==> config.mk <==
export PLATFORM = sky130hd
export DESIGN_NAME = fpc_cell
export DESIGN_NICKNAME = d
export VERILOG_FILES = /design/src/hdl/fpc_pkg.sv /design/src/hdl/fpc_cell.sv
export SDC_FILE = /design/constraint.sdc
export NUM_CORES = 2
export LEC_CHECK = 0
export ABC_CLOCK_PERIOD_IN_PS = 11490
export BUFFER_PORTS_ARGS = -buffer_cell sky130_fd_sc_hd__buf_2
export CAP_MARGIN = 10
export CORE_ASPECT_RATIO = 1.25
export CORE_MARGIN = 8
export CORE_UTILIZATION = 35
export CTS_CLUSTER_SIZE = 25
export DETAILED_ROUTE_END_ITERATION = 6
export GPL_ROUTABILITY_DRIVEN = 0
export GPL_TIMING_DRIVEN = 1
export PLACE_DENSITY = 0.58
export REMOVE_ABC_BUFFERS = 1
export SETUP_SLACK_MARGIN = 0.3
export SLEW_MARGIN = 20
export SYNTH_ARGS = -nofsm -noshare
export SYNTH_HDL_FRONTEND = slang
export SYNTH_SLANG_ARGS = --single-unit
==> constraint.sdc <==
create_clock -name i_clk -period 11.49 [get_ports i_clk]
set_clock_uncertainty 0.15 [all_clocks]
set_input_delay 1.7235 -clock i_clk [delete_from_list [all_inputs] [get_ports i_clk]]
set_output_delay 1.7235 -clock i_clk [all_outputs]
set_load 0.05 [all_outputs]
==> src/hdl/fpc_pkg.sv <==
package fpc_pkg;

    localparam int C_NUM_PLANES = 6;
    localparam int C_IDX_W      = 3;
    localparam int C_COORD_W    = 16;
    localparam int C_RAD_W      = 15;
    localparam int C_PLANE_W    = 64;
    localparam int C_PROD_W     = 2 * C_COORD_W;
    localparam int C_OFF_W      = C_COORD_W + 2;
    localparam int C_NORM_FRAC  = 14;
    localparam int C_SUM_W      = 36;

    // Planes tested by box queries: left, right, near, far
    localparam logic [C_NUM_PLANES-1:0] C_BOX_USE = 6'b110011;

    localparam logic ACT_BOX    = 1'b0;
    localparam logic ACT_SPHERE = 1'b1;

    typedef logic [2:0][C_COORD_W-1:0] t_vec3;

    typedef struct packed {
        logic               action;
        t_vec3              box_min;
        t_vec3              box_max;
        t_vec3              ball;
        logic [C_RAD_W-1:0] radius;
        logic               hit;
    } t_query;

endpackage

==> src/hdl/fpc_cell.sv <==
module fpc_cell import fpc_pkg::*; (
    input  logic                 i_clk,
    input  logic                 i_rst_n,
    input  logic                 i_adv,
    input  logic                 i_cfg_we,
    input  logic [C_PLANE_W-1:0] i_cfg_data,
    input  logic                 i_box_use,
    input  logic                 i_vld,
    input  t_query               i_q,
    output logic                 o_vld,
    output t_query               o_q
);

    logic [C_PLANE_W-1:0] r_plane;

    logic                             r_a_vld;
    t_query                           r_a_q;
    logic signed [2:0][C_PROD_W-1:0]  r_prod;
    logic        [C_OFF_W-1:0]        r_off;
    logic                             r_en;

    logic   r_b_vld;
    t_query r_b_q;

    logic signed [C_COORD_W-1:0] w_nrm   [3];
    logic signed [C_COORD_W-1:0] w_coord [3];
    logic        [C_PROD_W-1:0]  w_prod  [3];
    logic        [C_COORD_W-1:0] w_dist;
    logic        [C_OFF_W-1:0]   w_off;
    logic                        w_sphere;
    logic        [C_SUM_W-1:0]   w_sum;
    t_query                      w_b_q;

    always_ff @(posedge i_clk) begin
        if (i_cfg_we) begin
            if (!i_rst_n) begin
                r_plane <= '0;
            end else begin
                r_plane <= i_cfg_data;
            end
        end else if (!i_rst_n) begin
            r_plane <= '0;
        end
    end

    always_comb begin
        w_sphere = (i_q.action == ACT_SPHERE);
        w_dist   = r_plane[3*C_COORD_W +: C_COORD_W];
        for (int a = 0; a < 3; a++) begin
            w_nrm[a] = $signed(r_plane[a*C_COORD_W +: C_COORD_W]);
            if (w_sphere) begin
                w_coord[a] = $signed(i_q.ball[a]);
            end else if (w_nrm[a][C_COORD_W-1]) begin
                w_coord[a] = $signed(i_q.box_min[a]);
            end else begin
                w_coord[a] = $signed(i_q.box_max[a]);
            end
            w_prod[a] = C_PROD_W'(
                $signed({{C_COORD_W{w_nrm[a][C_COORD_W-1]}}, w_nrm[a]})
              * $signed({{C_COORD_W{w_coord[a][C_COORD_W-1]}}, w_coord[a]}));
        end
        w_off = {{2{w_dist[C_COORD_W-1]}}, w_dist}
              + (w_sphere ? {3'b000, i_q.radius} : C_OFF_W'(0));
    end

    always_ff @(posedge i_clk) begin
        if (!i_rst_n) begin
            r_a_vld <= 1'b0;
        end else if (i_adv) begin
            r_a_vld <= i_vld;
        end
    end

    always_ff @(posedge i_clk) begin
        if (i_adv) begin
            r_a_q <= i_q;
            for (int a = 0; a < 3; a++) begin
                r_prod[a] <= w_prod[a];
            end
            r_off <= w_off;
            r_en  <= w_sphere | i_box_use;
        end
    end

    always_comb begin
        w_sum = {{(C_SUM_W-C_PROD_W){r_prod[0][C_PROD_W-1]}}, r_prod[0]}
              + {{(C_SUM_W-C_PROD_W){r_prod[1][C_PROD_W-1]}}, r_prod[1]}
              + {{(C_SUM_W-C_PROD_W){r_prod[2][C_PROD_W-1]}}, r_prod[2]}
              + {{(C_SUM_W-C_OFF_W-C_NORM_FRAC){r_off[C_OFF_W-1]}}, r_off,
                 {C_NORM_FRAC{1'b0}}};
        w_b_q     = r_a_q;
        w_b_q.hit = r_a_q.hit & ~(r_en & w_sum[C_SUM_W-1]);
    end

    always_ff @(posedge i_clk) begin
        if (!i_rst_n) begin
            r_b_vld <= 1'b0;
        end else if (i_adv) begin
            r_b_vld <= r_a_vld;
        end
    end

    always_ff @(posedge i_clk) begin
        if (i_adv) begin
            r_b_q <= w_b_q;
        end
    end

    assign o_vld = r_b_vld;
    assign o_q   = r_b_q;

endmodule

### Yosys cells after proc, flatten, opt, wreduce, memory -nomap -nowiden

Index checks and enable logic that the tools add are counted.

| cells by class | value |
|---|---|
| add/sub/neg operators | 4 |
| multipliers | 3 |
| div/mod/pow operators | 0 |
| order comparisons | 0 |
| eq/ne operators | 1 |
| shift-type cells | 0 |
| muxes and demuxes | 10 |
| bitwise operators | 4 |
| reductions and logical operators | 0 |

Operators by type and width:

| operator | number |
|---|---|
| 64-bit two-way mux | 3 |
| 16-bit by 16-bit multiplier with 32-bit output | 3 |
| 16-bit two-way mux | 6 |
| 34-bit by 31-bit adder with 35-bit output | 1 |
| 33-bit by 32-bit adder with 34-bit output | 1 |
| 32-bit by 32-bit adder with 33-bit output | 1 |
| 16-bit by 16-bit adder with 17-bit output | 1 |
| 15-bit two-way mux | 1 |
| 1-bit AND | 2 |
| 2-bit by 1-bit inequality test with 1-bit output, second input constant | 1 |
| 1-bit inverter | 1 |
| 1-bit bitwise OR | 1 |

| storage, ports and cells | value |
|---|---|
| flip-flop bits (word level) | 502 |
| latch bits | 0 |
| memory bits (writable) | 0 |
| bits in read-only memories | 0 |
| output and inout bits | 162 |
| memories | 0 |

### Longest topological paths before layout

| logic depth | value |
|---|---|
| depth after elaboration | 6 |
| mapped depth | 29 |
| gate-level depth less buffers | 26 |

### Least setup slack after synthesis

Ideal clock, no wire load.

| timing | value |
|---|---|
| path type | input -> register |
| start | in i_q[160] (netlist bit) |
| end | reg r_prod[63] (netlist bit), data pin |
| setup time | 0.260 ns |
| data arrival time | 8.220 ns |
| data required time | 11.080 ns |
| setup slack | 2.860 ns |
| cell stages on the path | 26 |
| buffers on the path | 4 |
| cells stage by stage | clkbuf_1 clkbuf_1 clkbuf_1 nand2_1 o21ai_1 clkbuf_1 nand2_1 fa_1 inv_1 fa_1 fa_1 fa_1 fa_1 inv_1 fa_1 inv_1 ha_1 a21o_1 a21oi_1 o21a_1 o211ai_1 o41a_1 a221o_1 a211o_1 a21oi_2 xnor2_1 |

RTL lines:

| item | RTL line | source |
|---|---|---|
| from (decl) | fpc_cell.sv:9 | `input t_query i_q,` |
| to (signal, indexed assignment) | fpc_cell.sv:78 | `r_prod[a] <= w_prod[a];` |
| to (decl) | fpc_cell.sv:18 | `logic signed [2:0][C_PROD_W-1:0] r_prod;` |

==> results_dict.tcl <==
set metrics [dict create \
    antenna_found_initial 17 \
    io-pin-count 393 \
    numPortBuffers 392 \
    first_pass_iters 5 \
    drc 0 \
    finalInstanceArea_um2 54500 \
    worst-endpoint-required_ns 11.75 \
    clock_path_buffers 3 \
    numClockSinks 502 \
    ys.flop_type "edfxtp_1" \
    dp_hpwl_mm 92.2 \
    min_from "r_a_q[9]" \
    fin_nets 5955 \
    rows 152 \
    syn_inst 4209 \
    drtAntennaViolNets 0 \
    cts.htree.levels 2 \
    worstMarginPinSlew_ns 0.971 \
    dieArea_um2 151000 \
    totalWireLength_mm 115 \
    worstPathArrival_ns 8.69 \
    synth_area_um2 48400 \
    numCtsBuffers 57 \
    r2r_start "r_plane[15]" \
    outcome "completed" \
    critical_path_class "in2reg" \
    slew_headroom 0.353 \
    hold_buffers 0 \
    post_drt_wl_per_cell_um 17.7 \
    start_util 0.352 \
    syn_to_final_growth_pct 12.6 \
    synth_edf_count 500 \
    via_count 30400 \
    worst_slack_ns 3.06 \
    synthArstFlopShare 0 \
    slew_viol_final 0 \
    yosys.cell_types.count 69 \
    fin_crit_sh 0.734 \
    placed_cell_area_um2 52600 \
    grt_pass1_wl_mm 184 \
    clk_latency_ns 0.66 \
    grt_max_degree 143 \
    fmax_mhz 119 \
    synth_area_leaders "fa_1 (35%), edfxtp_1 (31%), ha_1 (7.9%)" \
    place_ws_ns 2.15 \
    grt_setup_unrepaired "no" \
    grt_pass1_vias 33500 \
    yosysTopAreaCell "fa_1" \
    grt_overflow 0 \
    fin_tns_setup_ns 0 \
    post_cts_buffers 0 \
    worst-path-max-fanout 45 \
    seq_area_frac_synth 0.311 \
    vias_per_cell 4.68 \
    core_um2 137000 \
    netlist.area_leader.share 0.346 \
    fp.dieW_um 349 \
    avgSynthCellArea_um2 11.5 \
    start_kind "input port" \
    hp-class "reg2reg" \
    cts-root-buf "clkbuf_16" \
    synth_warnings 0 \
    setup_viol 0 \
    endpoint_kind "flip-flop" \
    ys_seq_elements 502 \
    period_minus_slack_ns 8.43 \
    cts_tree "done" \
    die_h_um 432 \
    hold_violations 0 \
    drive_above_1_share 0.124 \
    drt_iter0_drc 1318 \
    startpoint "i_q[160]" \
    cts_resized 0 \
    cts.clk_slew.worst_paths_ns 0.07 \
    cap_violations 0 \
    holdWs_ns 0.263 \
    gr-usage-all-layers 0.154 \
]
## metal layers
layer  routed length (µm)  GRT usage  share of wire  up-vias
met4                 3100     0.0428          0.027        8
li1                     -          -              -    13900
met1                47200      0.192           0.41    15700
met2                59100      0.276           0.51      596
met5                   46          0        0.00040        -
met3                 5310     0.0252          0.046      145
## sequential cells by signal, summed over array words and instances (netlist names)
signal   count
r_en         1
o_vld        1
r_off       17
r_a_vld      1
o_q        161
r_plane     64
r_prod      96
r_a_q      161
## critical path, stage by stage
cell	delay (ns)
buf_6	0.36
nor2_1	0.15
a21oi_2	0.72
nor2b_1	0.15
fa_1	0.53
inv_1	0.05
fa_1	0.46
fa_1	0.52
inv_1	0.06
fa_1	0.52
fa_1	0.50
inv_1	0.05
fa_1	0.48
inv_1	0.04
ha_1	0.35
and3_1	0.30
nor4b_1	0.63
o41ai_2	0.21
a211oi_1	0.37
o21ai_1	0.12
nor2b_1	0.15
xnor2_1	0.14
## kinds of logic after synthesis
group           after synthesis  share of synthesized area
xor+xnor                    118                     0.0214
buf+inv                    1003                     0.0781
compound gates              300                     0.0392
fa+ha+maj                  1142                      0.425
simple gates               1092                      0.114
flops                       502                      0.311
mux                          52                     0.0108
## cells in the mapped netlist (3+ instances only)
| cell type | instances |
|---|---|
| o21a_1 | 15 |
| nor2b_1 | 193 |
| clkbuf_1 | 125 |
| nor3_1 | 15 |
| nand3_1 | 25 |
| xor2_1 | 25 |
| o211ai_1 | 3 |
| o21ai_0 | 65 |
| o31ai_1 | 5 |
| a21o_1 | 40 |
| o21ai_1 | 19 |
| edfxtp_1 | 500 |
| or3_1 | 3 |
| and3_1 | 71 |
| nor2_1 | 107 |
| o21bai_1 | 10 |
| or2_2 | 14 |
| nand2b_1 | 41 |
| nand4_1 | 8 |
| a31oi_1 | 7 |
| a211o_1 | 4 |
| buf_2 | 5 |
| xnor2_1 | 93 |
| a21oi_1 | 89 |
| mux2i_1 | 52 |
| a211oi_1 | 9 |
| nor4_1 | 3 |
| ha_1 | 305 |
| and2_1 | 203 |
| inv_1 | 871 |
| fa_1 | 837 |
| a2111oi_0 | 3 |
| nand2_1 | 398 |
## cell usage in the layout, fill, tap and decap left out, types with 4 or more instances in the layout
cell        synthesis  routed
or2_2              14      14
clkbuf_1          125       5
buf_2               5     390
a31oi_1             7       7
nor2_1            107     107
fa_1              837     837
a21oi_1            89      87
inv_6               0      11
clkinvlp_4          0       7
edfxtp_1          500     500
buf_4               0      52
and2_1            203     203
clkbuf_16           0      57
o31ai_1             5       5
diode_2             0       8
and3_1             71      71
o21ai_1            19      32
a21o_1             40      40
nand2_1           398     398
nand2b_1           41      40
inv_1             871     871
a211o_1             4       4
xnor2_1            93      93
nor3_1             15      15
xor2_1             25      25
mux2i_1            52      52
nor2b_1           193     193
o21ai_0            65      43
clkinv_1            0      11
clkinv_2            0       7
nand4_1             8       8
o21ai_2             0       9
a21oi_2             2       4
ha_1              305     305
a211oi_1            9       9
o21bai_1           10      10
o21a_1             15      15
nand3_1            25      25
## cell type report
cell class,instances,area (µm²)
Multi-Input combinational cell,2704,29600
Clock buffer,62,1450
Sequential cell,502,15100
Inverter,871,3270
Clock inverter,45,367
Antenna cell,8,20.0
Timing Repair Buffer,446,2410
Fill cell,13500,82800
Tap cell,1848,2310
## per-stage QoR
stage | std cells | util
finish | 6486 | 0.397
global route | 6482 | 0.397
CTS | 6478 | 0.397
detailed placement | 6371 | 0.383
global placement | 6371 | 0.383
floorplan | 4077 | -
## path summary, 6_finish.rpt
check | endpoint | slack, ns | cells after the start
hold / removal | o_q[9] | 0.26 | 0
setup reg to reg | r_prod[31] | 3.51 | 23
setup / recovery | r_prod[87] | 3.06 | 22
hold reg to reg | o_q[9] | 0.26 | 0
Power is not shown: default switching activity piles up to over one toggle a cycle in this logic, so the estimate is an artifact.
